File: config.mk
export PLATFORM = sky130hd
export DESIGN_NAME = positional_list_engine_top_flat
export DESIGN_NICKNAME = d
export VERILOG_FILES = /design/src/design/plist_pkg.sv /design/src/design/plist_cmd_if.sv /design/src/design/plist_res_if.sv /design/src/design/positional_list_engine_top.sv /design/src/design/plist_ram.sv /design/src/flat_wrapper.sv
export VERILOG_INCLUDE_DIRS = /design/src /design/src/design
export SDC_FILE = /design/constraint.sdc
export NUM_CORES = 2
export LEC_CHECK = 0
export BUFFER_PORTS_ARGS = -buffer_cell sky130_fd_sc_hd__buf_2
export CAP_MARGIN = 15
export CORE_MARGIN = 4
export CORE_UTILIZATION = 25
export DETAILED_ROUTE_END_ITERATION = 7
export PLACE_DENSITY_LB_ADDON = 0.1
export REMOVE_ABC_BUFFERS = 1
export SYNTH_ARGS = -nofsm -noshare
export SYNTH_HDL_FRONTEND = slang
export SYNTH_SLANG_ARGS = --single-unit
export TNS_END_PERCENT = 50
File: constraint.sdc
create_clock -name i_clk -period 8.5 [get_ports i_clk]
set_clock_uncertainty 0.05 [all_clocks]
set_input_delay 1.7 -clock i_clk [delete_from_list [all_inputs] [get_ports i_clk]]
set_output_delay 1.7 -clock i_clk [all_outputs]
set_load 0.05 [all_outputs]
File: src/design/positional_list_engine_top_defines.svh
// Assertion helpers for the positional list engine.
`ifndef POSITIONAL_LIST_ENGINE_TOP_DEFINES_SVH
`define POSITIONAL_LIST_ENGINE_TOP_DEFINES_SVH

// Same-cycle implication, checked outside reset.
`define PLE_ASSERT_IMP(lbl, clk, rstn, ante, cons, msg) \
    lbl: assert property (@(posedge clk) disable iff (!rstn) (ante) |-> (cons)) \
        else $error(msg);

// Next-cycle implication, checked outside reset.
`define PLE_ASSERT_NXT(lbl, clk, rstn, ante, cons, msg) \
    lbl: assert property (@(posedge clk) disable iff (!rstn) (ante) |=> (cons)) \
        else $error(msg);

`endif

File: src/design/plist_pkg.sv
`timescale 1ns / 1ps
`default_nettype none
// ----------------------------------------------------------------------------
// plist_pkg
// Shared constants, command and status codes, and the store port bundle.
// ----------------------------------------------------------------------------
package plist_pkg;

    localparam int CAPACITY = 64;
    localparam int AW       = $clog2(CAPACITY);
    localparam int CW       = $clog2(CAPACITY + 1);
    localparam int CMD_W    = 3;
    localparam int POS_W    = 8;
    localparam int VAL_W    = 32;
    localparam int STAT_W   = 3;
    localparam int CMP_W    = ((POS_W > CW) ? POS_W : CW) + 1;

    typedef enum logic [CMD_W-1:0] {
        CMD_APPEND    = 3'd0,
        CMD_PREPEND   = 3'd1,
        CMD_INSERT_AT = 3'd2,
        CMD_DUMP      = 3'd3,
        CMD_UPDATE_AT = 3'd4,
        CMD_DEL_FIRST = 3'd5,
        CMD_DEL_LAST  = 3'd6,
        CMD_DEL_AT    = 3'd7
    } t_cmd;

    typedef enum logic [STAT_W-1:0] {
        ST_OK      = 3'd0,
        ST_BAD_POS = 3'd1,
        ST_EMPTY   = 3'd2,
        ST_FULL    = 3'd3,
        ST_BAD_CMD = 3'd4
    } t_status;

    typedef struct packed {
        logic             we;
        logic [AW-1:0]    waddr;
        logic [VAL_W-1:0] wdata;
        logic             re;
        logic [AW-1:0]    raddr;
    } t_ram_req;

endpackage
`default_nettype wire

File: src/design/plist_cmd_if.sv
`timescale 1ns / 1ps
`default_nettype none
// ----------------------------------------------------------------------------
// plist_cmd_if
// Command channel: valid/ready handshake with command, position and value.
// ----------------------------------------------------------------------------
interface plist_cmd_if;
    logic                                valid;
    logic                                ready;
    logic [plist_pkg::CMD_W-1:0]         command;
    logic [plist_pkg::POS_W-1:0]         position;
    logic signed [plist_pkg::VAL_W-1:0]  value;

    modport source (output valid, output command, output position, output value,
                    input ready);
    modport sink   (input valid, input command, input position, input value,
                    output ready);
endinterface
`default_nettype wire

File: src/design/plist_res_if.sv
`timescale 1ns / 1ps
`default_nettype none
// ----------------------------------------------------------------------------
// plist_res_if
// Result channel: valid/ready handshake with status, element and last flag.
// ----------------------------------------------------------------------------
interface plist_res_if;
    logic                                valid;
    logic                                ready;
    logic [plist_pkg::STAT_W-1:0]        status;
    logic signed [plist_pkg::VAL_W-1:0]  element;
    logic                                last;

    modport source (output valid, output status, output element, output last,
                    input ready);
    modport sink   (input valid, input status, input element, input last,
                    output ready);
endinterface
`default_nettype wire

File: src/design/positional_list_engine_top.sv
`timescale 1ns / 1ps
`default_nettype none
// A request without data movement passes through S_RESP into the registered result slot.
// Insert or delete at position p moves the entries behind p through the store, one per
// cycle, bounded by the single store write port. A dump emits one element per cycle while
// the result slot is free, after a registered store read, CAPACITY elements at most.
// One request is worked at a time; the next is taken once the result is queued.
// Reset clears the length count and control state; store contents are not cleared.
// ----------------------------------------------------------------------------
// positional_list_engine_top
// Ordered list of signed values held in a synchronous store plus a length count.
// ----------------------------------------------------------------------------
`include "positional_list_engine_top_defines.svh"

module positional_list_engine_top (
    input  wire logic    i_clk,
    input  wire logic    i_rst_n,
    plist_cmd_if.sink    i_cmd,
    plist_res_if.source  o_res
);

    typedef enum logic [4:0] {
        S_IDLE = 5'b00001,
        S_MOVE = 5'b00010,
        S_PUT  = 5'b00100,
        S_RESP = 5'b01000,
        S_DUMP = 5'b10000
    } t_state;

    t_state                         r_state, n_state;
    logic [plist_pkg::CW-1:0]       r_count, n_count;
    logic [plist_pkg::AW-1:0]       r_ptr, n_ptr;
    logic [plist_pkg::AW-1:0]       r_stop, n_stop;
    logic [plist_pkg::AW-1:0]       r_put_addr, n_put_addr;
    logic                           r_up, n_up;
    logic [plist_pkg::VAL_W-1:0]    r_val, n_val;
    plist_pkg::t_status             r_status, n_status;
    logic                           r_out_valid, n_out_valid;
    plist_pkg::t_status             r_out_status, n_out_status;
    logic [plist_pkg::VAL_W-1:0]    r_out_elem, n_out_elem;
    logic                           r_out_last, n_out_last;

    plist_pkg::t_ram_req            ram_req;
    logic [plist_pkg::VAL_W-1:0]    ram_rdata;

    logic                           w_acc;
    logic                           w_slot_free;

    plist_ram u_ram (
        .i_clk   (i_clk),
        .i_req   (ram_req),
        .o_rdata (ram_rdata)
    );

    assign i_cmd.ready   = (r_state == S_IDLE);
    assign w_acc         = i_cmd.valid && (r_state == S_IDLE);
    assign w_slot_free   = !r_out_valid || o_res.ready;

    assign o_res.valid   = r_out_valid;
    assign o_res.status  = r_out_status;
    assign o_res.element = r_out_elem;
    assign o_res.last    = r_out_last;

    always_comb begin
        logic [plist_pkg::CMP_W-1:0] cx;
        logic [plist_pkg::CMP_W-1:0] px;
        logic [plist_pkg::POS_W-1:0] pos_m1;
        logic [plist_pkg::AW-1:0]    pos_idx;
        logic [plist_pkg::AW-1:0]    cnt_idx;
        logic [plist_pkg::AW-1:0]    last_idx;
        logic [plist_pkg::AW-1:0]    idx;
        logic                        full;
        logic                        empty;
        logic                        pos_zero;
        logic                        pos_gt_c;
        logic                        pos_gt_c1;
        logic                        do_ins;
        logic                        do_del;
        logic                        dump_last;

        cx        = plist_pkg::CMP_W'(r_count);
        px        = plist_pkg::CMP_W'(i_cmd.position);
        pos_m1    = i_cmd.position - plist_pkg::POS_W'(1);
        pos_idx   = plist_pkg::AW'(pos_m1);
        cnt_idx   = r_count[plist_pkg::AW-1:0];
        last_idx  = cnt_idx - plist_pkg::AW'(1);
        full      = (r_count == plist_pkg::CW'(plist_pkg::CAPACITY));
        empty     = (r_count == '0);
        pos_zero  = (i_cmd.position == '0);
        pos_gt_c  = (px > cx);
        pos_gt_c1 = (px > (cx + plist_pkg::CMP_W'(1)));
        do_ins    = 1'b0;
        do_del    = 1'b0;
        idx       = '0;
        dump_last = (r_ptr == r_stop);

        n_state      = r_state;
        n_count      = r_count;
        n_ptr        = r_ptr;
        n_stop       = r_stop;
        n_put_addr   = r_put_addr;
        n_up         = r_up;
        n_val        = r_val;
        n_status     = r_status;
        n_out_valid  = r_out_valid && !o_res.ready;
        n_out_status = r_out_status;
        n_out_elem   = r_out_elem;
        n_out_last   = r_out_last;
        ram_req      = '0;

        unique case (r_state)
            S_IDLE: begin
                if (i_cmd.valid) begin
                    n_status = plist_pkg::ST_OK;
                    n_state  = S_RESP;
                    n_val    = i_cmd.value;
                    unique case (plist_pkg::t_cmd'(i_cmd.command))
                        plist_pkg::CMD_APPEND: begin
                            if (full) begin
                                n_status = plist_pkg::ST_FULL;
                            end else begin
                                do_ins = 1'b1;
                                idx    = cnt_idx;
                            end
                        end
                        plist_pkg::CMD_PREPEND: begin
                            if (full) begin
                                n_status = plist_pkg::ST_FULL;
                            end else begin
                                do_ins = 1'b1;
                                idx    = '0;
                            end
                        end
                        plist_pkg::CMD_INSERT_AT: begin
                            if (pos_zero || pos_gt_c1) begin
                                n_status = plist_pkg::ST_BAD_POS;
                            end else if (full) begin
                                n_status = plist_pkg::ST_FULL;
                            end else begin
                                do_ins = 1'b1;
                                idx    = pos_idx;
                            end
                        end
                        plist_pkg::CMD_DUMP: begin
                            if (empty) begin
                                n_status = plist_pkg::ST_EMPTY;
                            end else begin
                                ram_req.re    = 1'b1;
                                ram_req.raddr = '0;
                                n_ptr         = '0;
                                n_stop        = last_idx;
                                n_state       = S_DUMP;
                            end
                        end
                        plist_pkg::CMD_UPDATE_AT: begin
                            if (pos_zero) begin
                                n_status = plist_pkg::ST_BAD_POS;
                            end else if (empty) begin
                                n_status = plist_pkg::ST_EMPTY;
                            end else if (pos_gt_c) begin
                                n_status = plist_pkg::ST_BAD_POS;
                            end else begin
                                ram_req.we    = 1'b1;
                                ram_req.waddr = pos_idx;
                                ram_req.wdata = i_cmd.value;
                            end
                        end
                        plist_pkg::CMD_DEL_FIRST: begin
                            if (empty) begin
                                n_status = plist_pkg::ST_EMPTY;
                            end else begin
                                do_del = 1'b1;
                                idx    = '0;
                            end
                        end
                        plist_pkg::CMD_DEL_LAST: begin
                            if (empty) begin
                                n_status = plist_pkg::ST_EMPTY;
                            end else begin
                                do_del = 1'b1;
                                idx    = last_idx;
                            end
                        end
                        plist_pkg::CMD_DEL_AT: begin
                            if (empty) begin
                                n_status = plist_pkg::ST_EMPTY;
                            end else if (pos_zero || pos_gt_c) begin
                                n_status = plist_pkg::ST_BAD_POS;
                            end else begin
                                do_del = 1'b1;
                                idx    = pos_idx;
                            end
                        end
                    endcase

                    if (do_ins) begin
                        n_count = r_count + plist_pkg::CW'(1);
                        if (idx == cnt_idx) begin
                            ram_req.we    = 1'b1;
                            ram_req.waddr = idx;
                            ram_req.wdata = i_cmd.value;
                        end else begin
                            // shift the tail up, starting from the last entry
                            ram_req.re    = 1'b1;
                            ram_req.raddr = last_idx;
                            n_ptr         = last_idx;
                            n_stop        = idx;
                            n_put_addr    = idx;
                            n_up          = 1'b0;
                            n_state       = S_MOVE;
                        end
                    end
                    if (do_del) begin
                        n_count = r_count - plist_pkg::CW'(1);
                        if (idx != last_idx) begin
                            // pull the tail down, starting just past the hole
                            ram_req.re    = 1'b1;
                            ram_req.raddr = idx + plist_pkg::AW'(1);
                            n_ptr         = idx + plist_pkg::AW'(1);
                            n_stop        = last_idx;
                            n_up          = 1'b1;
                            n_state       = S_MOVE;
                        end
                    end
                end
            end
            S_MOVE: begin
                ram_req.we    = 1'b1;
                ram_req.waddr = r_up ? (r_ptr - plist_pkg::AW'(1))
                                     : (r_ptr + plist_pkg::AW'(1));
                ram_req.wdata = ram_rdata;
                if (r_ptr == r_stop) begin
                    n_state = r_up ? S_RESP : S_PUT;
                end else begin
                    ram_req.re    = 1'b1;
                    ram_req.raddr = r_up ? (r_ptr + plist_pkg::AW'(1))
                                         : (r_ptr - plist_pkg::AW'(1));
                    n_ptr         = ram_req.raddr;
                end
            end
            S_PUT: begin
                ram_req.we    = 1'b1;
                ram_req.waddr = r_put_addr;
                ram_req.wdata = r_val;
                n_state       = S_RESP;
            end
            S_RESP: begin
                if (w_slot_free) begin
                    n_out_valid  = 1'b1;
                    n_out_status = r_status;
                    n_out_elem   = '0;
                    n_out_last   = 1'b1;
                    n_state      = S_IDLE;
                end
            end
            S_DUMP: begin
                // read data holds while the output slot is busy
                if (w_slot_free) begin
                    n_out_valid  = 1'b1;
                    n_out_status = plist_pkg::ST_OK;
                    n_out_elem   = ram_rdata;
                    n_out_last   = dump_last;
                    if (dump_last) begin
                        n_state = S_IDLE;
                    end else begin
                        ram_req.re    = 1'b1;
                        ram_req.raddr = r_ptr + plist_pkg::AW'(1);
                        n_ptr         = r_ptr + plist_pkg::AW'(1);
                    end
                end
            end
            default: begin
                n_state = S_IDLE;
            end
        endcase
    end

    always_ff @(posedge i_clk) begin
        if (!i_rst_n) begin
            r_state     <= S_IDLE;
            r_count     <= '0;
            r_out_valid <= 1'b0;
        end else begin
            r_state     <= n_state;
            r_count     <= n_count;
            r_out_valid <= n_out_valid;
        end
    end

    always_ff @(posedge i_clk) begin
        r_ptr        <= n_ptr;
        r_stop       <= n_stop;
        r_put_addr   <= n_put_addr;
        r_up         <= n_up;
        r_val        <= n_val;
        r_status     <= n_status;
        r_out_status <= n_out_status;
        r_out_elem   <= n_out_elem;
        r_out_last   <= n_out_last;
    end

    `PLE_ASSERT_IMP(a_count_bound, i_clk, i_rst_n, 1'b1, r_count <= plist_pkg::CW'(plist_pkg::CAPACITY), "length count beyond capacity")
    `PLE_ASSERT_IMP(a_no_rw_clash, i_clk, i_rst_n, ram_req.we && ram_req.re, ram_req.waddr != ram_req.raddr, "store read and write hit one entry")
    `PLE_ASSERT_NXT(a_err_keeps_len, i_clk, i_rst_n, w_acc && (n_status != plist_pkg::ST_OK), r_count == $past(r_count), "failed request changed the length")
    `PLE_ASSERT_IMP(a_mid_dump_ok, i_clk, i_rst_n, o_res.valid && !o_res.last, o_res.status == plist_pkg::ST_OK, "non-final result without ok status")

endmodule
`default_nettype wire

File: src/design/plist_ram.sv
`timescale 1ns / 1ps
`default_nettype none
// ----------------------------------------------------------------------------
// plist_ram
// Element store: one write port, one read port with registered read data.
// ----------------------------------------------------------------------------
module plist_ram (
    input  wire logic                          i_clk,
    input  wire plist_pkg::t_ram_req           i_req,
    output logic [plist_pkg::VAL_W-1:0]        o_rdata
);

    logic [plist_pkg::VAL_W-1:0] r_mem [plist_pkg::CAPACITY];
    logic [plist_pkg::VAL_W-1:0] r_rdata;

    always_ff @(posedge i_clk) begin
        if (i_req.we) begin
            r_mem[i_req.waddr] <= i_req.wdata;
        end
        // hold read data until the next read
        if (i_req.re) begin
            r_rdata <= r_mem[i_req.raddr];
        end
    end

    assign o_rdata = r_rdata;

endmodule
`default_nettype wire
File: src/flat_wrapper.sv
// flat-port wrapper written by rule: the top's interface ports become plain ports
module positional_list_engine_top_flat 
  (i_clk, i_rst_n, i_cmd_valid, i_cmd_command, i_cmd_position, i_cmd_value, i_cmd_ready, o_res_valid, o_res_status, o_res_element, o_res_last, o_res_ready);
  plist_cmd_if i_cmd_i ();
  plist_res_if o_res_i ();
  input  wire logic i_clk;
  input  wire logic i_rst_n;
  input wire logic [$bits(i_cmd_i.valid)-1:0] i_cmd_valid;
  input wire logic [$bits(i_cmd_i.command)-1:0] i_cmd_command;
  input wire logic [$bits(i_cmd_i.position)-1:0] i_cmd_position;
  input wire logic [$bits(i_cmd_i.value)-1:0] i_cmd_value;
  output wire logic [$bits(i_cmd_i.ready)-1:0] i_cmd_ready;
  output wire logic [$bits(o_res_i.valid)-1:0] o_res_valid;
  output wire logic [$bits(o_res_i.status)-1:0] o_res_status;
  output wire logic [$bits(o_res_i.element)-1:0] o_res_element;
  output wire logic [$bits(o_res_i.last)-1:0] o_res_last;
  input wire logic [$bits(o_res_i.ready)-1:0] o_res_ready;
  assign i_cmd_i.valid = i_cmd_valid;
  assign i_cmd_i.command = i_cmd_command;
  assign i_cmd_i.position = i_cmd_position;
  assign i_cmd_i.value = i_cmd_value;
  assign i_cmd_ready = i_cmd_i.ready;
  assign o_res_valid = o_res_i.valid;
  assign o_res_status = o_res_i.status;
  assign o_res_element = o_res_i.element;
  assign o_res_last = o_res_i.last;
  assign o_res_i.ready = o_res_ready;
  positional_list_engine_top u_core (.i_clk(i_clk), .i_rst_n(i_rst_n), .i_cmd(i_cmd_i), .o_res(o_res_i));
endmodule
Word level (Yosys, flattened, before mapping)
Memories as Yosys holds them, arrays and structs flattened. A register that Yosys moved wholly into a read port is not among the register bits.
Index checks and enable logic that the tools add are counted.
- input bits: 47
- memories: 1
- word-level logic and storage cells: 166
- output and inout bits: 38
- flip-flop bits (word level): 103
- RAM bits: 2048
- add/subtract/negate cells: 8
- order comparisons: 2
- multiplexer cells: 97
- reductions and logical operators: 22
- equal/unequal tests: 23
- bitwise operators: 1
- memories (name ; words ; width ; rd ports ; clocked after memory_dff ; write ports ; RTL line ; source):
    u_core.u_ram.r_mem ; 64 ; 32 ; 1 ; 1 ; 1 ; plist_ram.sv:13 ; logic [plist_pkg::VAL_W-1:0] r_mem [plist_pkg::CAPACITY];
- operators by type and width (operator ; number):
    $mux W39 ; 5
    $mux W6 ; 26
    $pmux W39 S3 ; 1
    $mux W46 ; 2
    $mux W7 ; 10
    $mux W32 ; 2
    $pmux W32 S2 ; 1
    $mux W5 ; 11
    $pmux W5 S5 ; 1
    $pmux W6 S4 ; 1
    $mux W1 ; 21
    $pmux W7 S3 ; 1
    $pmux W6 S3 ; 1
    $sub A6 B1 Y6 const B ; 3
    $mux W3 ; 5
    $pmux W3 S5 ; 1
    $add A6 B1 Y6 const B ; 2
    $eq A3 B3 Y1 const B ; 4
    $eq A6 B6 Y1 ; 2
    $reduce_and A5 Y1 ; 2
    $add A7 B1 Y8 const B ; 1
    $gt A8 B7 Y1 ; 1
    $gt A8 B8 Y1 ; 1
    $logic_not A8 Y1 ; 1
    other kinds (30) ; 47

Longest topological paths before layout
- word-level depth: 16
- mapped depth: 25
- mapped depth without buffers: 20

By module
From an unflattened synthesis, not the netlist that was laid out.
- cells, all modules: 4200
- area total of the unflattened synthesis: 86188.9 um2
- modules (own cells, without submodules) (module ; instances ; cells each ; sequential area each (um2) ; area an instance (um2)):
    plist_ram ; 1 ; 3511 ; 62459.9 ; 79359.9
    positional_list_engine_top ; 1 ; 689 ; 2902.8 ; 6829.0

Worst setup path before layout
No wires, ideal clock.
- kind: input port to flip-flop
- from: input port i_cmd_position[5]
- to: memory u_core.u_ram.r_mem[0][0] (netlist name) (enable)
- path buffers: 2
- stages on the path: 17
- arrival time: 6.531 ns
- slack: 1.498 ns
- required time: 8.029 ns
- library setup time: 0.421 ns
- path through: ha_1 > a21o_1 > a211oi_2 > o211ai_1 > nor2_1 > o21ai_0 > o221ai_1 > and4_1 > nand3_1 > clkbuf_1 > nor2_1 > a21oi_1 > a222oi_1 > nand3_1 > or2_2 > clkbuf_1 > nor2_1
- word-level cells in the longest chain between the ends: 14
- elaborated cells on any way between the ends: 28
- classes of those cells: add/sub (1); order compare (2); eq/ne (1); mux (21); reduce/logical (3)
- RTL lines (element ; RTL line ; source):
    start, declared ; flat_wrapper.sv:10 ; input wire logic [$bits(i_cmd_i.position)-1:0] i_cmd_position;
    $gt A8 B7 Y1 or $logic_not A8 Y1 (tied branches) ; positional_list_engine_top.sv:90, positional_list_engine_top.sv:89 ;
    $logic_or A1 B1 Y1 ; positional_list_engine_top.sv:187 ; end else if (pos_zero || pos_gt_c) begin
    $mux W6 ; positional_list_engine_top.sv:187 ;
    $mux W6 ; positional_list_engine_top.sv:185 ; if (empty) begin
    $pmux W6 S4 ; positional_list_engine_top.sv:117 ; unique case (plist_pkg::t_cmd'(i_cmd.command))
    $mux W6 ; positional_list_engine_top.sv:113 ; if (i_cmd.valid) begin
    $mux W6 ; positional_list_engine_top.sv:111 ; unique case (r_state)
    $eq A6 B6 Y1 ; positional_list_engine_top.sv:198 ; if (idx == cnt_idx) begin
    $mux W39 ; positional_list_engine_top.sv:198 ;
    $mux W46 (*) ; positional_list_engine_top.sv:196 ; if (do_ins) begin
    $mux W46 (*) ; positional_list_engine_top.sv:113 ;
    $pmux W39 S3 (*) ; positional_list_engine_top.sv:111 ;
    $mux W1 ; plist_ram.sv:17 ; if (i_req.we) begin
    $mux W1 (implied by the code) ; plist_ram.sv:18 ; r_mem[i_req.waddr] <= i_req.wdata;
    end, declared ; plist_ram.sv:13 ;
Every way passes the cells marked *; elsewhere a longest branch is shown, timed or not. The select of a mux whose other input is x is not followed.

Worst setup path after layout
- from: register u_core.r_count[2] (netlist name)
- to: register u_core.u_ram.r_rdata, in the netlist u_core.u_ram.o_rdata[16], read port of u_core.u_ram.r_mem (data pin)
- word-level cells in the longest chain between the ends: 14
- elaborated cells on any way between the ends: 39
- classes of those cells: add/sub (3); order compare (2); eq/ne (3); mux (28); reduce/logical (3)
- RTL lines (element ; RTL line ; source):
    start, declared ; positional_list_engine_top.sv:31 ; logic [plist_pkg::CW-1:0] r_count, n_count;
    start signal, assigned ; positional_list_engine_top.sv:285 ; r_count <= n_count;
    parallel branches: the longest is 11 deep, another holds $add A7 B1 Y8 ; -- ;
    $mux W7 (*) ; positional_list_engine_top.sv:213 ; if (do_del) begin
    $mux W46 (*) ; positional_list_engine_top.sv:113 ;
    $pmux W7 S3 (*) ; positional_list_engine_top.sv:111 ;
    end, declared ; plist_ram.sv:14 ; logic [plist_pkg::VAL_W-1:0] r_rdata;
Mark *: on every way between the ends. The select of a mux whose other input is x is not followed.
A chain may end at the register's enable or synchronous reset.

==> flow_summary.toml <==
[sta]
achievable_clock_frequency_mhz = 126
post-route-min-period_ps = 7950
max-slew-margin-rel_pct = 13.7
setup_viol = 0
setup_tns_ps = 0
tightest_slew_ps = 1290
slew_viol_final = 0
timing.final.hold_violations = 0
grt_setup_unrepaired = "false"
post-route-period-util_pct = 93.6

[global_route]
antenna_found_initial = 39
first_global_vias = 54600
globalRouteOverflowTotal = 0
largest_net_degree_at_the_start_of_global_routing = 107
wire_length_of_the_first_global_routing_pass_mm = 468
track_usage_pct = 18.5

[route]
wl_per_cell_um = 29.9
antenna_violating_nets_post_route = 0
number_of_vias_after_detailed_routing = 55600
drt_wl_total_mm = 342
drt_pass1_iterations = 6
drt_first_iter_violations = 5275
routed_via_density = 4.87
post-route-drc-count = 0

[clocking]
cts-hold-fix-buffers = 0
cts-root-buf = "clkbuf_16"
post_cts_resize_count = 0
postCtsSetupBuffers = 0
clock_tree.htree_level_count = 5
clk_buf_depth = 4
number_of_buffers_inserted_during_clock_tree_synthesis = 266
tritoncts = "built"
clock_pin_slew_on_the_worst_setup_and_hold_paths_ps = 60
cts.sinks = 2181
latest_clock_arrival_within_the_worst_skew_pair_ps = 900

[setup_path]
cpPeakStageDelay_ps = 940
critical_path_required_ps = 9200
slowest_stage = "nor4_1"
worstPathCellList = "inv_1 > nor4_1 > nand2_1 > xnor2_1 > ha_1 > o21ai_0 > nor2_1 > nand4bb_1 > a2111oi_0 > a211oi_1 > a32o_1 > or4_1 > o211ai_1 > and3_4 > nor2_4 > buf_4 > a32oi_1 > a31oi_1 > nor4_1 > buf_4 > or4_1"
crit_reg_reg_startpoint = "u_core.r_count[2]$_SDFFE_PN0P_"
dominant_delay_contributor_by_cell_family_on_the_critical_path = "simple AND/OR/NAND/NOR gates"
critical_path_source = "u_core.r_count[2]$_SDFFE_PN0P_"
path_buf_inv = 3
worstSetupEndpointType = "flop"
worst-path-max-fanout = 16
data_arrival_time_of_the_critical_path_ps = 8660
worstSetupStartpointType = "flop"
criticalPathCategory = "flop to flop"

[placed_design]
place.gp.congestion = 0.817
detailed_place_hpwl_mm = 211
placedInstanceArea_um2 = 97500
io_buffer_count = 83

[power]
power.density_cell_area_nw_per_um2 = 267
fin_total_pwr_w = 0.0282
leakagePower_nw = 36.4
power.ir.vdd_worst_mv = 0.132

[synthesis]
synth_async_sr_flop_share_pct = 0
yosys_most_used_dff = "edfxtp_1"
synth_area_in_compound_gates_pct = 6.35
post_synth.cell_area_avg_um2 = 14.1
netlist.area_leader.share_pct = 74.5
largest_family_of_logic_cells_by_synthesized_area = "simple AND/OR/NAND/NOR gates"
synth_area_leaders = "edfxtp_1, nand2_1, mux2i_1"
simple_gate_portion_of_the_synthesized_area_pct = 12.1
synth-adder-area-share_pct = 0.395
synth_seq_area_share_pct = 74.8
post_syn_area_um2 = 87300
yosys-mux-area-fraction_pct = 3.81
netlist.top_cell.by_area = "edfxtp_1"
ys_seq_elements = 2181
ys.warnings.count = 0
ys_types = 88
synth_enable_flop_cells = 2168
post_synth_inst_count = 6215
parity_gate_share_of_the_synthesized_area_counting_xor_and_xnor_cells_pct = 0.401

[die]
die_area_um2 = 359000
placementRows = 216
start_util_pct = 25.2
design.portCount = 85
chipWidth_um = 599
dieHeight_um = 599
area_of_the_core_um2 = 347000

[outcome]
run_status = "completed"

[job]
max-cap-violations = 0

[cells_and_area]
finish.instance_area_um2 = 106000
layout-drive-gt1-share_pct = 15.3
flow.area_growth_from_synthesis_pct = 20.9
final_net_count = 6705

[min_path]
worstHoldStart = "u_core.r_status[1]$_DFFE_PP_"
min_delay_worst_type = "flop to flop"
layout by cell type (no fill, tap or decap), drive strengths merged, types with 93 or more instances in the layout:
cell type and count:
clkbuf 334, buf 532, o21ai 93, nand3 513, mux2i 322, clkinv 113
nor2 146, edfxtp 2168, nand2 1398, a21oi 203, nand4 95, o22ai 97
layout make-up:
class	count	area, um^2
repair buffers	532	5280
clock buffers	334	7120
multi-input cells	3595	20900
clock inverters	130	927
flip-flops and latches	2181	65400
fillers	34700	241000
well taps	4578	5730
inverters	55	214
diodes	14	35.0
state kept, by name, indices dropped and copies added (netlist names):
signal,flops
u_core.r_put_addr,6
u_core.r_state,5
u_core.r_up,1
u_core.o_res.status,2
u_core.u_ram.r_mem,2048
u_core.r_stop,6
u_core.r_count,7
u_core.r_val,32
u_core.o_res.element,32
u_core.r_status,2
u_core.o_res.valid,1
u_core.u_ram.o_rdata,32
u_core.r_ptr,6
u_core.o_res.last,1
per-layer routing:
metal	part of all wire, %	GRT usage [%]	wire length [um]
met1	46	26.2	157000
met2	47	30.5	162000
met3	4.8	2.38	16500
met4	2.0	3.99	6740
met5	0.0038	0	13
power breakdown:
part	leakage [nW]	internal, W	total (W)	switching [W]
clock network	3.95	0.00623	0.0108	0.00454
registers	21.5	0.0122	0.0124	0.000172
logic	10.9	0.00142	0.00501	0.00359
cells in the mapped netlist, types with 25 or more instances:
library cell,number
a211oi_1,25
a21oi_1,201
a222oi_1,38
a31oi_1,65
a32oi_1,76
and2_1,42
and3_1,30
buf_1,56
buf_2,139
clkbuf_1,182
edfxtp_1,2168
ha_1,26
inv_1,53
mux2i_1,322
nand2_1,1396
nand3_1,513
nand4_1,94
nor2_1,142
nor3_1,58
nor4_1,27
o21ai_0,90
o22ai_1,97
or4_1,26
xnor2_1,28
metrics by stage:
| step | utilization, % | cells | hold WS (ps) | worst slack, ps |
|---|---|---|---|---|
| after floorplan | - | 5831 | 447 | -28460 |
| after global placement | 28.1 | 10900 | 486 | -222 |
| after detailed placement | 28.1 | 10900 | 473 | 469 |
| after CTS | 30.4 | 11400 | 487 | 693 |
| after global routing | 30.4 | 11400 | 516 | 221 |
| final | 30.4 | 11400 | 484 | 546 |
final timing paths:
check / to / cells past startpoint / slack [ps]
setup / recovery: u_core.u_ram.o_rdata[16]$_DFFE_PP_ / 21 / 550
hold / removal: u_core.o_res.status[1]$_SDFFCE_PN0P_ / 1 / 480
setup reg to reg: u_core.u_ram.o_rdata[16]$_DFFE_PP_ / 21 / 550
hold reg to reg: u_core.o_res.status[1]$_SDFFCE_PN0P_ / 1 / 480
logic make-up after synthesis:
kind of cell	count (synthesis)
simple gates	2397
flops	2181
compound gates	800
buf+inv	439
mux	330
xor+xnor	40
fa+ha+maj	27
other cells	1
(Power assumes the default switching activity.)
